### src/rtl/core/vad_pkg.sv
// Package: types, constants and float helpers for the vertex attribute dequantizer.
`timescale 1ns / 1ps
package vad_pkg;
  localparam int unsigned NumPositions = 4;
  localparam int unsigned PosW = 2;
  localparam int unsigned QueueDepth = 2;

  typedef enum logic [1:0] {
    TYPE_S8  = 2'd0,
    TYPE_U8  = 2'd1,
    TYPE_S16 = 2'd2,
    TYPE_U16 = 2'd3
  } comp_type_e;

  typedef enum logic [1:0] {
    REG_COMPONENT_TYPE  = 2'd0,
    REG_NORMALIZED_MODE = 2'd1,
    REG_COMPONENT_COUNT = 2'd2
  } reg_index_e;

  localparam logic [31:0] FloatPos1e30 = 32'h7149F2CA;
  localparam logic [31:0] FloatNeg1e30 = 32'hF149F2CA;
  localparam logic [31:0] FloatNegOne  = 32'hBF800000;

  // Classified request passed from front to back.
  typedef struct packed {
    logic            neg;       // value sign
    logic [15:0]     mag;       // magnitude of integer
    logic            norm;      // divide by type max
    logic [1:0]      div_sel;   // which divisor
    logic [PosW-1:0] pos;
    logic            last;
  } work_t;

  // Exact int-to-float of a 16-bit magnitude (always exact, fits 24 bits).
  function automatic logic [31:0] int_to_float(input logic neg, input logic [15:0] mag);
    logic [4:0]  msb;
    logic [22:0] frac;
    logic [31:0] sh;
    begin
      msb = 5'd0;
      for (int i = 0; i < 16; i++) if (mag[i]) msb = 5'(i);
      sh = {16'd0, mag} << (5'd23 - msb);
      frac = sh[22:0];
      if (mag == 16'd0) int_to_float = 32'd0;
      else int_to_float = {neg, 8'(msb) + 8'd127, frac};
    end
  endfunction

  // Float ordering, no NaN present.
  function automatic logic f_lt(input logic [31:0] a, input logic [31:0] b);
    logic [31:0] ka;
    logic [31:0] kb;
    begin
      ka = a[31] ? ~a : (a | 32'h8000_0000);
      kb = b[31] ? ~b : (b | 32'h8000_0000);
      if ((a[30:0] == 31'd0) && (b[30:0] == 31'd0)) f_lt = 1'b0;
      else f_lt = ka < kb;
    end
  endfunction
endpackage

### src/rtl/core/vad_stream_if.sv
// Valid/ready stream interfaces for requests, results and register writes.
`timescale 1ns / 1ps
interface vad_in_if;
  logic        valid;
  logic        ready;
  logic [15:0] raw_component;
  logic        last_of_accessor;
  modport source (output valid, raw_component, last_of_accessor, input ready);
  modport sink   (input valid, raw_component, last_of_accessor, output ready);
endinterface

interface vad_out_if;
  logic        valid;
  logic        ready;
  logic [31:0] value_bits;
  logic [1:0]  component_index;
  logic [31:0] running_min_bits;
  logic [31:0] running_max_bits;
  logic        end_of_accessor;
  modport source (output valid, value_bits, component_index, running_min_bits,
                  running_max_bits, end_of_accessor, input ready);
  modport sink   (input valid, value_bits, component_index, running_min_bits,
                  running_max_bits, end_of_accessor, output ready);
endinterface

interface vad_cfg_if;
  logic        valid;
  logic        ready;
  logic [1:0]  index;
  logic [2:0]  data;
  modport source (output valid, index, data, input ready);
  modport sink   (input valid, index, data, output ready);
endinterface

### src/rtl/core/vertex_attribute_dequantizer_core.sv
// Top level of the vertex attribute dequantizer.
//  channel  | dir | payload
//  in_if    | in  | raw_component, last_of_accessor
//  cfg_if   | in  | index, data (always ready)
//  out_if   | out | value, index, running min/max, end flag
// One request per cycle sustained while out_if is ready; a result passes the queue,
// divide stage, normalize stage and stats logic into the output register.
// Divide by the type maximum uses the repeating bit pattern of mag/(2^n - 1).
// Reset sets registers to defaults, clears statistics and position; stalls on out_if
// back up to in_if once the queue and the three back stages (five requests) are full.
`timescale 1ns / 1ps
module vertex_attribute_dequantizer_core #(
  parameter int unsigned QueueDepth = vad_pkg::QueueDepth
) (
  input  logic     clk_i,
  input  logic     rst_ni,
  vad_in_if.sink   in_if,
  vad_cfg_if.sink  cfg_if,
  vad_out_if.source out_if
);
  import vad_pkg::*;
  logic  f_valid, f_ready, b_valid, b_ready;
  work_t f_req, b_req;

  vad_front u_front (.clk_i, .rst_ni, .in_if, .cfg_if,
    .req_valid_o(f_valid), .req_ready_i(f_ready), .req_o(f_req));
  vad_queue #(.Depth(QueueDepth)) u_queue (.clk_i, .rst_ni,
    .push_valid_i(f_valid), .push_ready_o(f_ready), .push_i(f_req),
    .pop_valid_o(b_valid), .pop_ready_i(b_ready), .pop_o(b_req));
  vad_back u_back (.clk_i, .rst_ni, .req_valid_i(b_valid), .req_ready_o(b_ready),
    .req_i(b_req), .out_if);
endmodule

### src/rtl/core/vad_front.sv
// Front end: register file, sign/magnitude split and position tracking.
`timescale 1ns / 1ps
module vad_front (
  input  logic            clk_i,
  input  logic            rst_ni,
  vad_in_if.sink          in_if,
  vad_cfg_if.sink         cfg_if,
  output logic            req_valid_o,
  input  logic            req_ready_i,
  output vad_pkg::work_t  req_o
);
  import vad_pkg::*;

  logic [1:0]      type_q, type_d;
  logic            norm_q, norm_d;
  logic [2:0]      count_q, count_d;
  logic [PosW-1:0] pos_q, pos_d;
  logic [2:0]      cnt_eff, nxt;
  logic            acc;

  assign cfg_if.ready = 1'b1;
  assign in_if.ready  = req_ready_i;
  assign req_valid_o  = in_if.valid;
  assign acc = in_if.valid & req_ready_i;

  always_comb begin
    type_d = type_q; norm_d = norm_q; count_d = count_q;
    if (cfg_if.valid) begin
      case (cfg_if.index)
        REG_COMPONENT_TYPE:  type_d  = cfg_if.data[1:0];
        REG_NORMALIZED_MODE: norm_d  = cfg_if.data[0];
        REG_COMPONENT_COUNT: count_d = cfg_if.data;
        default: ;
      endcase
    end
  end

  always_comb begin
    cnt_eff = (count_q < 3'd2) ? 3'd2 : ((count_q > 3'd4) ? 3'd4 : count_q);
    nxt = {1'b0, pos_q} + 3'd1;
    pos_d = pos_q;
    if (acc) begin
      if (in_if.last_of_accessor || nxt >= cnt_eff) pos_d = '0;
      else pos_d = nxt[PosW-1:0];
    end
  end

  always_comb begin
    req_o.norm    = norm_q;
    req_o.div_sel = type_q;
    req_o.pos     = pos_q;
    req_o.last    = in_if.last_of_accessor;
    case (comp_type_e'(type_q))
      TYPE_S8: begin
        req_o.neg = in_if.raw_component[7];
        req_o.mag = in_if.raw_component[7] ? 16'(9'h100 - {1'b0, in_if.raw_component[7:0]})
                                           : {8'd0, in_if.raw_component[7:0]};
      end
      TYPE_U8: begin
        req_o.neg = 1'b0;
        req_o.mag = {8'd0, in_if.raw_component[7:0]};
      end
      TYPE_S16: begin
        req_o.neg = in_if.raw_component[15];
        req_o.mag = in_if.raw_component[15] ? (16'd0 - in_if.raw_component)
                                            : in_if.raw_component;
      end
      default: begin
        req_o.neg = 1'b0;
        req_o.mag = in_if.raw_component;
      end
    endcase
  end

  always_ff @(posedge clk_i or negedge rst_ni) begin
    if (!rst_ni) begin
      type_q <= 2'd1; norm_q <= 1'b0; count_q <= 3'd3; pos_q <= '0;
    end else begin
      type_q <= type_d; norm_q <= norm_d; count_q <= count_d; pos_q <= pos_d;
    end
  end
endmodule

### src/rtl/core/vad_queue.sv
// Two-entry request queue between front and back.
`timescale 1ns / 1ps
module vad_queue #(
  parameter int unsigned Depth = vad_pkg::QueueDepth
) (
  input  logic           clk_i,
  input  logic           rst_ni,
  input  logic           push_valid_i,
  output logic           push_ready_o,
  input  vad_pkg::work_t push_i,
  output logic           pop_valid_o,
  input  logic           pop_ready_i,
  output vad_pkg::work_t pop_o
);
  import vad_pkg::*;
  localparam int unsigned AW = (Depth > 1) ? $clog2(Depth) : 1;

  work_t           mem_q [Depth];
  logic [AW-1:0]   wp_q, wp_d, rp_q, rp_d;
  logic [AW:0]     cnt_q, cnt_d;
  logic            push, pop;

  assign push_ready_o = cnt_q != (AW+1)'(Depth);
  assign pop_valid_o  = cnt_q != '0;
  assign pop_o        = mem_q[rp_q];
  assign push = push_valid_i & push_ready_o;
  assign pop  = pop_valid_o & pop_ready_i;

  always_comb begin
    wp_d = wp_q; rp_d = rp_q; cnt_d = cnt_q;
    if (push) wp_d = (wp_q == AW'(Depth - 1)) ? '0 : wp_q + 1'b1;
    if (pop)  rp_d = (rp_q == AW'(Depth - 1)) ? '0 : rp_q + 1'b1;
    if (push && !pop) cnt_d = cnt_q + 1'b1;
    else if (pop && !push) cnt_d = cnt_q - 1'b1;
  end

  always_ff @(posedge clk_i) begin
    if (push) mem_q[wp_q] <= push_i;
  end

  always_ff @(posedge clk_i or negedge rst_ni) begin
    if (!rst_ni) begin
      wp_q <= '0; rp_q <= '0; cnt_q <= '0;
    end else begin
      wp_q <= wp_d; rp_q <= rp_d; cnt_q <= cnt_d;
    end
  end
endmodule

### src/rtl/core/vad_back.sv
// Back end: normalize divide pipeline, min/max stores and output register.
`timescale 1ns / 1ps
module vad_back (
  input  logic            clk_i,
  input  logic            rst_ni,
  input  logic            req_valid_i,
  output logic            req_ready_o,
  input  vad_pkg::work_t  req_i,
  vad_out_if.source       out_if
);
  import vad_pkg::*;

  // Every divisor is 2^n - 1, so mag/D for mag < D is the n-bit pattern of mag
  // repeated after the binary point. Stage 1 builds 48 such fraction bits,
  // stage 2 normalizes and rounds them.
  logic            s1_v_q;
  work_t           s1_q;
  logic [31:0]     s1_int_q;     // exact float when not normalized
  logic [47:0]     s1_frac_q;    // fraction bits of mag/D
  logic            s1_big_q;     // mag above D, below -1.0
  logic            s2_v_q;
  logic [31:0]     s2_val_q;
  work_t           s2_q;
  logic [31:0]     min_q [NumPositions];
  logic [31:0]     max_q [NumPositions];
  logic            adv1, adv2, ovld_q;
  logic [48:0]     rep7;
  logic [59:0]     rep15;
  logic [47:0]     frac;
  logic            big;
  logic [31:0]     res_val, nmin, nmax;

  // Output register accepts while empty or drained; back pressure flows upstream.
  assign adv2 = s2_v_q & (~ovld_q | out_if.ready);
  assign adv1 = s1_v_q & (~s2_v_q | adv2);
  assign req_ready_o = ~s1_v_q | adv1;

  always_comb begin
    rep7  = {7{req_i.mag[6:0]}};
    rep15 = {4{req_i.mag[14:0]}};
    big   = 1'b0;
    case (comp_type_e'(req_i.div_sel))
      TYPE_S8: begin
        frac = rep7[48:1];
        big  = req_i.mag[7];
      end
      TYPE_U8: frac = {6{req_i.mag[7:0]}};
      TYPE_S16: begin
        frac = rep15[59:12];
        big  = req_i.mag[15];
      end
      default: frac = {3{req_i.mag}};
    endcase
  end

  // Stage 2 logic: normalize the fraction and round to single.
  logic [3:0]  lz;
  logic [47:0] nf;
  logic [24:0] mr;
  logic [7:0]  ex;
  logic [31:0] qf;
  always_comb begin
    lz = 4'd0;
    for (int i = 15; i >= 0; i--) if (s1_frac_q[47 - i]) lz = 4'(i);
    nf = s1_frac_q << lz;
    // periodic expansion never ties, so the guard bit alone decides rounding
    mr = {1'b0, nf[47:24]} + 25'(nf[23]);
    ex = 8'd126 - 8'(lz);
    if (mr[24]) begin ex = ex + 8'd1; mr = mr >> 1; end
    if (s1_q.neg && s1_big_q) qf = FloatNegOne;   // below -1.0, clamped
    else if (s1_frac_q == '0) qf = 32'd0;
    else qf = {s1_q.neg, ex, mr[22:0]};
    if (s1_q.norm) res_val = qf;
    else res_val = s1_int_q;
  end

  always_comb begin
    nmin = f_lt(s2_val_q, min_q[s2_q.pos]) ? s2_val_q : min_q[s2_q.pos];
    nmax = f_lt(max_q[s2_q.pos], s2_val_q) ? s2_val_q : max_q[s2_q.pos];
  end

  always_ff @(posedge clk_i) begin
    if (req_ready_o) begin
      s1_q <= req_i;
      s1_int_q <= int_to_float(req_i.neg, req_i.mag);
      s1_frac_q <= frac;
      s1_big_q <= big;
    end
    if (adv1) begin s2_q <= s1_q; s2_val_q <= res_val; end
    if (adv2) begin
      out_if.value_bits <= s2_val_q;
      out_if.component_index <= s2_q.pos;
      out_if.running_min_bits <= nmin;
      out_if.running_max_bits <= nmax;
      out_if.end_of_accessor <= s2_q.last;
    end
  end

  always_ff @(posedge clk_i or negedge rst_ni) begin
    if (!rst_ni) begin
      s1_v_q <= 1'b0; s2_v_q <= 1'b0; ovld_q <= 1'b0;
      for (int i = 0; i < NumPositions; i++) begin
        min_q[i] <= FloatPos1e30; max_q[i] <= FloatNeg1e30;
      end
    end else begin
      if (req_ready_o) s1_v_q <= req_valid_i;
      if (adv1) s2_v_q <= 1'b1; else if (adv2) s2_v_q <= 1'b0;
      if (adv2) ovld_q <= 1'b1; else if (out_if.ready) ovld_q <= 1'b0;
      if (adv2) begin
        if (s2_q.last) begin
          for (int i = 0; i < NumPositions; i++) begin
            min_q[i] <= FloatPos1e30; max_q[i] <= FloatNeg1e30;
          end
        end else begin
          min_q[s2_q.pos] <= nmin; max_q[s2_q.pos] <= nmax;
        end
      end
    end
  end
  assign out_if.valid = ovld_q;
endmodule

### src/flat_wrapper.sv
// flat-port wrapper written by rule: the top's interface ports become plain ports
module vertex_attribute_dequantizer_core_flat import vad_pkg::*;
#(
  parameter int unsigned QueueDepth = vad_pkg::QueueDepth
)
  (clk_i, rst_ni, in_if_valid, in_if_raw_component, in_if_last_of_accessor, in_if_ready, cfg_if_valid, cfg_if_index, cfg_if_data, cfg_if_ready, out_if_valid, out_if_value_bits, out_if_component_index, out_if_running_min_bits, out_if_running_max_bits, out_if_end_of_accessor, out_if_ready);
  vad_in_if in_if_i ();
  vad_cfg_if cfg_if_i ();
  vad_out_if out_if_i ();
  input  logic clk_i;
  input  logic rst_ni;
  input wire logic [$bits(in_if_i.valid)-1:0] in_if_valid;
  input wire logic [$bits(in_if_i.raw_component)-1:0] in_if_raw_component;
  input wire logic [$bits(in_if_i.last_of_accessor)-1:0] in_if_last_of_accessor;
  output wire logic [$bits(in_if_i.ready)-1:0] in_if_ready;
  input wire logic [$bits(cfg_if_i.valid)-1:0] cfg_if_valid;
  input wire logic [$bits(cfg_if_i.index)-1:0] cfg_if_index;
  input wire logic [$bits(cfg_if_i.data)-1:0] cfg_if_data;
  output wire logic [$bits(cfg_if_i.ready)-1:0] cfg_if_ready;
  output wire logic [$bits(out_if_i.valid)-1:0] out_if_valid;
  output wire logic [$bits(out_if_i.value_bits)-1:0] out_if_value_bits;
  output wire logic [$bits(out_if_i.component_index)-1:0] out_if_component_index;
  output wire logic [$bits(out_if_i.running_min_bits)-1:0] out_if_running_min_bits;
  output wire logic [$bits(out_if_i.running_max_bits)-1:0] out_if_running_max_bits;
  output wire logic [$bits(out_if_i.end_of_accessor)-1:0] out_if_end_of_accessor;
  input wire logic [$bits(out_if_i.ready)-1:0] out_if_ready;
  assign in_if_i.valid = in_if_valid;
  assign in_if_i.raw_component = in_if_raw_component;
  assign in_if_i.last_of_accessor = in_if_last_of_accessor;
  assign in_if_ready = in_if_i.ready;
  assign cfg_if_i.valid = cfg_if_valid;
  assign cfg_if_i.index = cfg_if_index;
  assign cfg_if_i.data = cfg_if_data;
  assign cfg_if_ready = cfg_if_i.ready;
  assign out_if_valid = out_if_i.valid;
  assign out_if_value_bits = out_if_i.value_bits;
  assign out_if_component_index = out_if_i.component_index;
  assign out_if_running_min_bits = out_if_i.running_min_bits;
  assign out_if_running_max_bits = out_if_i.running_max_bits;
  assign out_if_end_of_accessor = out_if_i.end_of_accessor;
  assign out_if_i.ready = out_if_ready;
  vertex_attribute_dequantizer_core #(.QueueDepth(QueueDepth)) u_core (.clk_i(clk_i), .rst_ni(rst_ni), .in_if(in_if_i), .cfg_if(cfg_if_i), .out_if(out_if_i));
endmodule
### config.mk
export PLATFORM = sky130hd
export DESIGN_NAME = vertex_attribute_dequantizer_core_flat
export DESIGN_NICKNAME = d
export VERILOG_FILES = /design/src/rtl/core/vad_pkg.sv /design/src/rtl/core/vad_stream_if.sv /design/src/rtl/core/vertex_attribute_dequantizer_core.sv /design/src/rtl/core/vad_front.sv /design/src/rtl/core/vad_queue.sv /design/src/rtl/core/vad_back.sv /design/src/flat_wrapper.sv
export SDC_FILE = /design/constraint.sdc
export NUM_CORES = 1
export LEC_CHECK = 0
export BUFFER_PORTS_ARGS = -buffer_cell sky130_fd_sc_hd__buf_2
export CAP_MARGIN = 20
export CELL_PAD_IN_SITES_DETAIL_PLACEMENT = 1
export CELL_PAD_IN_SITES_GLOBAL_PLACEMENT = 1
export CORE_MARGIN = 2
export CORE_UTILIZATION = 35
export CTS_CLUSTER_SIZE = 25
export DETAILED_ROUTE_END_ITERATION = 6
export PLACE_DENSITY = 0.7
export SLEW_MARGIN = 40
export SYNTH_ARGS = -nofsm -noshare
export SYNTH_HDL_FRONTEND = slang
export SYNTH_SLANG_ARGS = --single-unit
### constraint.sdc
create_clock -name clk_i -period 8.9 [get_ports clk_i]
set_clock_uncertainty 0.1 [all_clocks]
set_input_delay 0.89 -clock clk_i [delete_from_list [all_inputs] [get_ports clk_i]]
set_output_delay 0.89 -clock clk_i [all_outputs]
set_load 0.1 [all_outputs]
[Word level (Yosys, flattened, before mapping)]
Memories as Yosys holds them, arrays and structs flattened.
Cells that the tools add are included.
Word-level totals
  register bits after elaboration: 491
  memory bits (writable): 46
  input port bits: 27
  output and inout port bits: 102
  word-level logic and storage cells: 174
  memories: 1
Operators by class
  add/subtract/negate cells: 12
  $lt $le $gt $ge: 7
  eq/ne operators: 7
  shift-type cells: 2
  multiplexer cells: 74
  bitwise operators: 14
  reduce and logical (&&, ||, !) cells: 24
Memory list
  u_core.u_queue.mem_q: depth 2, width 23, rd ports 1, clocked after memory_dff 0, write ports 1, line vad_queue.sv:18  | work_t mem_q [Depth];
Operator list (number)
  32-bit 2-to-1 mux: 13
  128-bit bitwise mux: 2
  128-bit 2-to-1 mux: 2
  48-bit case mux with 3 select lines: 1
  32-bit binary-select mux with 2-bit select: 2
  32-bit inverter: 3
  31-bit logical NOT: 3
  5-bit 2-to-1 mux: 15
  32-bit demux with 2-bit select: 1
  32-bit < comparator: 2
  4-bit 2-to-1 mux: 16
  17-bit case mux with 3 select lines: 1
  48-bit logical NOT: 1
  48-bit by 4-bit << shifter with 48-bit output: 1
  16-bit 2-to-1 mux: 2
  24-bit by 1-bit adder with 25-bit output: 1
  23-bit 2-to-1 mux: 1
  16-bit by 5-bit << shifter with 23-bit output: 1
  16-bit logical NOT: 1
  1-bit by 16-bit subtractor with 16-bit output, first input constant: 1
  1-bit 2-to-1 mux: 11
  9-bit by 8-bit subtractor with 10-bit output, first input constant: 1
  5-bit by 7-bit adder with 8-bit output, second input constant: 1
  8-bit by 1-bit adder with 8-bit output, second input constant: 1
  other kinds (28): 56

[Logic depth before layout (Yosys ltp)]
  depth after elaboration: 22
  gate-level depth with buffers: 23
  mapped depth without buffers: 17

[Hierarchy]
From an unflattened synthesis, not the netlist that was laid out.
Second synthesis, totals
  cells, all modules: 2576
  area, all modules: 28483.6 um^2
Modules (own cells, without submodules)
  vad_back: times used 1, cells an instance 2371, area an instance 25588.3 um^2, sequential area each 13222.7 um^2
  vad_queue: times used 1, cells an instance 90, area an instance 1959.4 um^2, sequential area each 1481.4 um^2
  vad_front: times used 1, cells an instance 115, area an instance 935.9 um^2, sequential area each 203.9 um^2

[Worst setup path before layout]
No wires, ideal clock.
  kind: flip-flop to flip-flop
  from: reg u_core.u_back.s2_q[1] in the netlist's numbering
  to: reg u_core.u_back.out_if.running_max_bits[12] in the netlist's numbering (data pin)
  setup time: 0.264 ns
  arrival time: 4.782 ns
  required time: 8.536 ns
  slack: 3.754 ns
  stages on the path, launching flop included: 17
  buffers on the path: 4
  period minus slack after synthesis: 5.146 ns
  cells stage by stage: edfxtp_1 buf_2 buf_1 buf_1 mux4_2 xor2_1 ha_1 a21boi_0 o21a_1 o21a_1 o21ai_0 a2111oi_0 a2111oi_0 o41ai_2 buf_2 mux2i_1 inv_1
Between the ends
  longest elaborated chain between the ends: 9
  elaborated cells on any way between the ends: 11
  classes of those cells: order compare (1); mux (6); bitwise (2); reduce/logical (2)
RTL lines
  start, declared: line vad_back.sv:23  | work_t s2_q;
  start signal, assigned: line vad_back.sv:89  | if (adv1) begin s2_q <= s1_q; s2_val_q <= res_val; end
  2-bit inverter with 3-bit output (implied by the code) *: line vad_back.sv:79  | nmax = f_lt(max_q[s2_q.pos], s2_val_q) ? s2_val_q : max_q[s2_q.pos];
  32-bit binary-select mux with 2-bit select *: line vad_back.sv:79
  32-bit 2-to-1 mux (implied by the code) * (2 in a row): line vad_back.sv:79
  32-bit inverter: line vad_pkg.sv:55  | ka = a[31] ? ~a : (a | 32'h8000_0000);
  32-bit 2-to-1 mux: line vad_pkg.sv:55
  32-bit < comparator: line vad_pkg.sv:58  | else f_lt = ka < kb;
  1-bit 2-to-1 mux: line vad_pkg.sv:57  | if ((a[30:0] == 31'd0) && (b[30:0] == 31'd0)) f_lt = 1'b0;
  32-bit 2-to-1 mux *: line vad_back.sv:79
  net u_core.u_back.nmax[12]: line vad_back.sv:31  | logic [31:0] res_val, nmin, nmax;
  end signal, assigned: line vad_back.sv:94  | out_if.running_max_bits <= nmax;
  end, declared: line vad_stream_if.sv:21  | running_max_bits, end_of_accessor, input ready);
Mark *: on every way through the listed nets, which the timed path passes. The rest lies on a longest branch. The select of a mux whose other input is x is not followed.
A chain may end at the register's enable or synchronous reset.

[Worst setup path in the final report]
  from: reg u_core.u_back.s1_frac_q[33]
  to: reg u_core.u_back.s2_val_q[18] (data pin)
Between the ends
  longest elaborated chain between the ends: 21
  elaborated cells on any way between the ends: 22
  classes of those cells: add/sub (1); shift (1); mux (19); reduce/logical (1)
RTL lines
  start, declared: line vad_back.sv:19  | logic [47:0] s1_frac_q;
  start signal, assigned: line vad_back.sv:86  | s1_frac_q <= frac;
  4-bit 2-to-1 mux (15 in a row): line vad_back.sv:64  | for (int i = 15; i >= 0; i--) if (s1_frac_q[47 - i]) lz = 4'(i);
  48-bit by 4-bit << shifter with 48-bit output: line vad_back.sv:65  | nf = s1_frac_q << lz;
  24-bit by 1-bit adder with 25-bit output: line vad_back.sv:67  | mr = {1'b0, nf[47:24]} + 25'(nf[23]);
  23-bit 2-to-1 mux: line vad_back.sv:69  | if (mr[24]) begin ex = ex + 8'd1; mr = mr >> 1; end
  32-bit 2-to-1 mux *: line vad_back.sv:71  | else if (s1_frac_q == '0) qf = 32'd0;
  32-bit 2-to-1 mux *: line vad_back.sv:70  | if (s1_q.neg && s1_big_q) qf = FloatNegOne;
  32-bit 2-to-1 mux *: line vad_back.sv:73  | if (s1_q.norm) res_val = qf;
  net u_core.u_back.res_val[18]: line vad_back.sv:31
  end signal, assigned: line vad_back.sv:89
  end, declared: line vad_back.sv:22  | logic [31:0] s2_val_q;
Mark *: on every way through the listed nets, which the timed path passes. The rest lies on a longest branch.

==> results.json <==
{
  "firstDrtPassIters": 5,
  "worst_skew_pair.late_latency_ps": 670,
  "core_area_um2": 80400,
  "period_minus_slack_ps": 5700,
  "synth_area_leaders": "edfxtp_1 (28%), dfstp_2 (12%), dfrtp_1 (12%)",
  "io_pins": 129,
  "post_cts_resized": 0,
  "die_h_um": 289,
  "synth.distinct_cells": 91,
  "critPathLaunchType": "flop",
  "die-area_um2": 83500,
  "syn_inst": 2564,
  "status": "completed",
  "vias_per_cell": 5.65,
  "numCtsBuffers": 59,
  "maxSlewHeadroom": 0.436,
  "critPathArrivalTime_ps": 6060,
  "nFillCells": 8749,
  "netlist_area_um2": 28400,
  "async_flop_share": 0.506,
  "antenna_found_initial": 1,
  "tns_ps": 0,
  "wl_per_cell_um": 24.7,
  "setup-violations-final": 0,
  "crit_type": "reg -> reg",
  "diodes": 0,
  "cp_max_fo": 30,
  "synth_area_leader_cell": "edfxtp_1",
  "die_w_um": 289,
  "hp-class": "in -> async",
  "synth_edf_count": 265,
  "final_layout_size_suffix_gt1_frac": 0.205,
  "htreeDepth": 2,
  "ys_seq_area_frac": 0.525,
  "netlist_top_cells_count": "edfxtp_1 (265), nor2_1 (237), nand2_1 (230)",
  "path_clk_slew_ps": 60,
  "grt_usage": 0.223,
  "cts_buffer_depth": 3,
  "io_buffers": 127,
  "fp-row-count": 104,
  "area_growth_pct": 13.5,
  "grt_setup_unrepaired": "no",
  "clockRootBuffer": "clkbuf_16",
  "ys_warn_count": 0,
  "min_period_over_period": 0.641,
  "tritoncts": "done",
  "dominantRegCellSynth": "edfxtp_1",
  "grt_max_degree": 162,
  "endpoint_kind": "flop",
  "wl_mm": 93.2,
  "grt.overflow.total": 0,
  "slew_viol_final": 0,
  "cts_sinks": 536,
  "ys_ff_latch": 536,
  "ant_nets": 0,
  "gp_congestion": 0.897,
  "grt_pass1_wl_mm": 143,
  "syn_avg_cell_area_um2": 11.1,
  "finalNetCount": 2760,
  "cap_violations": 0,
  "tightest_slew_ps": 824,
  "holdBufCountCts": 0,
  "route.detailed.drc": 0,
  "cts_setup_buffers": 0,
  "final-hold-violation-count": 0,
  "start_util": 0.353,
  "netlist.area_leader.share": 0.280,
  "synth.most_common_cell": "edfxtp_1",
  "max_freq_ghz": 0.175,
  "dp_hpwl_mm": 64.8,
  "vias": 21300,
  "dr.first_iter.drc_count": 1478,
  "first_global_vias": 23100,
  "worstPathRequired_ps": 9250
}
==> cells by family (layout without fill, tap and decap cells) <==
kind of cell,count (synthesis),after routing,share of synthesized area
adder cells (fa/ha/maj),74,74,0.0326
flip-flops,536,536,0.525
multiplexers,263,263,0.125
AND/OR/NAND/NOR,671,671,0.107
AO/OA/AOI/OAI,616,616,0.132
XOR/XNOR,130,130,0.0401
buffers and inverters,272,410,0.0384
other,2,9,0.000264
==> critical path, cell delays in order (launching register included) <==
cell      delay (ps)
edfxtp_1         520
nand2b_1         200
a221oi_1         450
o211a_1          490
nor2_2            50
buf_4            270
inv_1            110
buf_4            250
a211oi_1         120
a31oi_1          250
nand2_1           80
and3_1           190
a21oi_1          120
ha_1             260
ha_1             240
nor4b_4          330
and4_1           500
nand3_4          200
or3b_1           630
o221ai_2         170
==> metrics by stage <==
stage,setup WS (ps),hold WS (ps),util,cell area [um2],std cells
2_1_floorplan,3750,300,-,28400,2571
5_1_grt,2770,6.95,0.401,32200,3769
3_3_place_gp,3330,309,0.375,30200,3650
6_report,3200,8.99,0.401,32200,3769
4_1_cts,3250,231,0.400,32200,3767
3_5_place_dp,3230,312,0.377,30300,3656
==> layer usage <==
metal / up-vias / part of all wire / track usage
li1: 9515 / - / -
met1: 11000 / 0.42 / 0.283
met2: 577 / 0.50 / 0.389
met3: 164 / 0.046 / 0.0291
met4: 0 / 0.033 / 0.0768
met5: - / 0 / 0
==> final timing paths <==
path | slack, ps | startpoint | cells past startpoint | endpoint
max in group asynchronous | 7470 | rst_ni | 3 | u_core.u_back.min_q[103]
setup / recovery | 3200 | u_core.u_back.s1_frac_q[33] | 19 | u_core.u_back.s2_val_q[18]
min in group clk_i | 320 | u_core.u_back.s1_q[0] | 0 | u_core.u_back.s2_q[0]
setup reg to reg | 3200 | u_core.u_back.s1_frac_q[33] | 19 | u_core.u_back.s2_val_q[18]
hold reg to reg | 320 | u_core.u_back.s1_q[0] | 0 | u_core.u_back.s2_q[0]
hold / removal | 9 | rst_ni | 1 | u_core.u_back.max_q[100]
==> cell type report <==
class                           instances  area (um2)  area share
Tap cell                             1060        1330      0.0411
Inverter                              131         499      0.0155
Clock inverter                         34         270     0.00838
Sequential cell                       536       14900       0.462
Timing Repair Buffer                  168        1060      0.0330
Multi-Input combinational cell       1763       12600       0.390
Clock buffer                           77        1600      0.0495
==> layout by cell type, fill, tap and decap left out, drive strengths merged, types with 27 or more instances in the layout <==
master	count
nand3	39
edfxtp	265
buf	168
clkinv	29
xnor2	55
inv	133
xor2	75
clkbuf	77
ha	74
o21ai	216
nand2	231
a21oi	211
nor4	41
mux2i	161
mux4	66
a21o	27
mux2	36
dfstp	135
nor2	237
dfrtp	136
==> sequential cells by signal, indices dropped and copies added (netlist names), 3 cells and up <==
name and cells:
u_core.u_back.out_if.running_max_bits 32, u_core.u_back.s1_frac_q 48, u_core.u_back.s2_q 3, u_core.u_back.max_q 128, u_core.u_back.s1_int_q 31, u_core.u_back.out_if.value_bits 32
u_core.u_queue.mem_q 46, u_core.u_back.s1_q 5, u_core.u_front.count_q 3, u_core.u_back.out_if.running_min_bits 32, u_core.u_back.min_q 128, u_core.u_back.s2_val_q 32
Power is left out: the tool's default activity adds up to more than one toggle a clock period on the data nets, which glitch-free logic cannot reach.
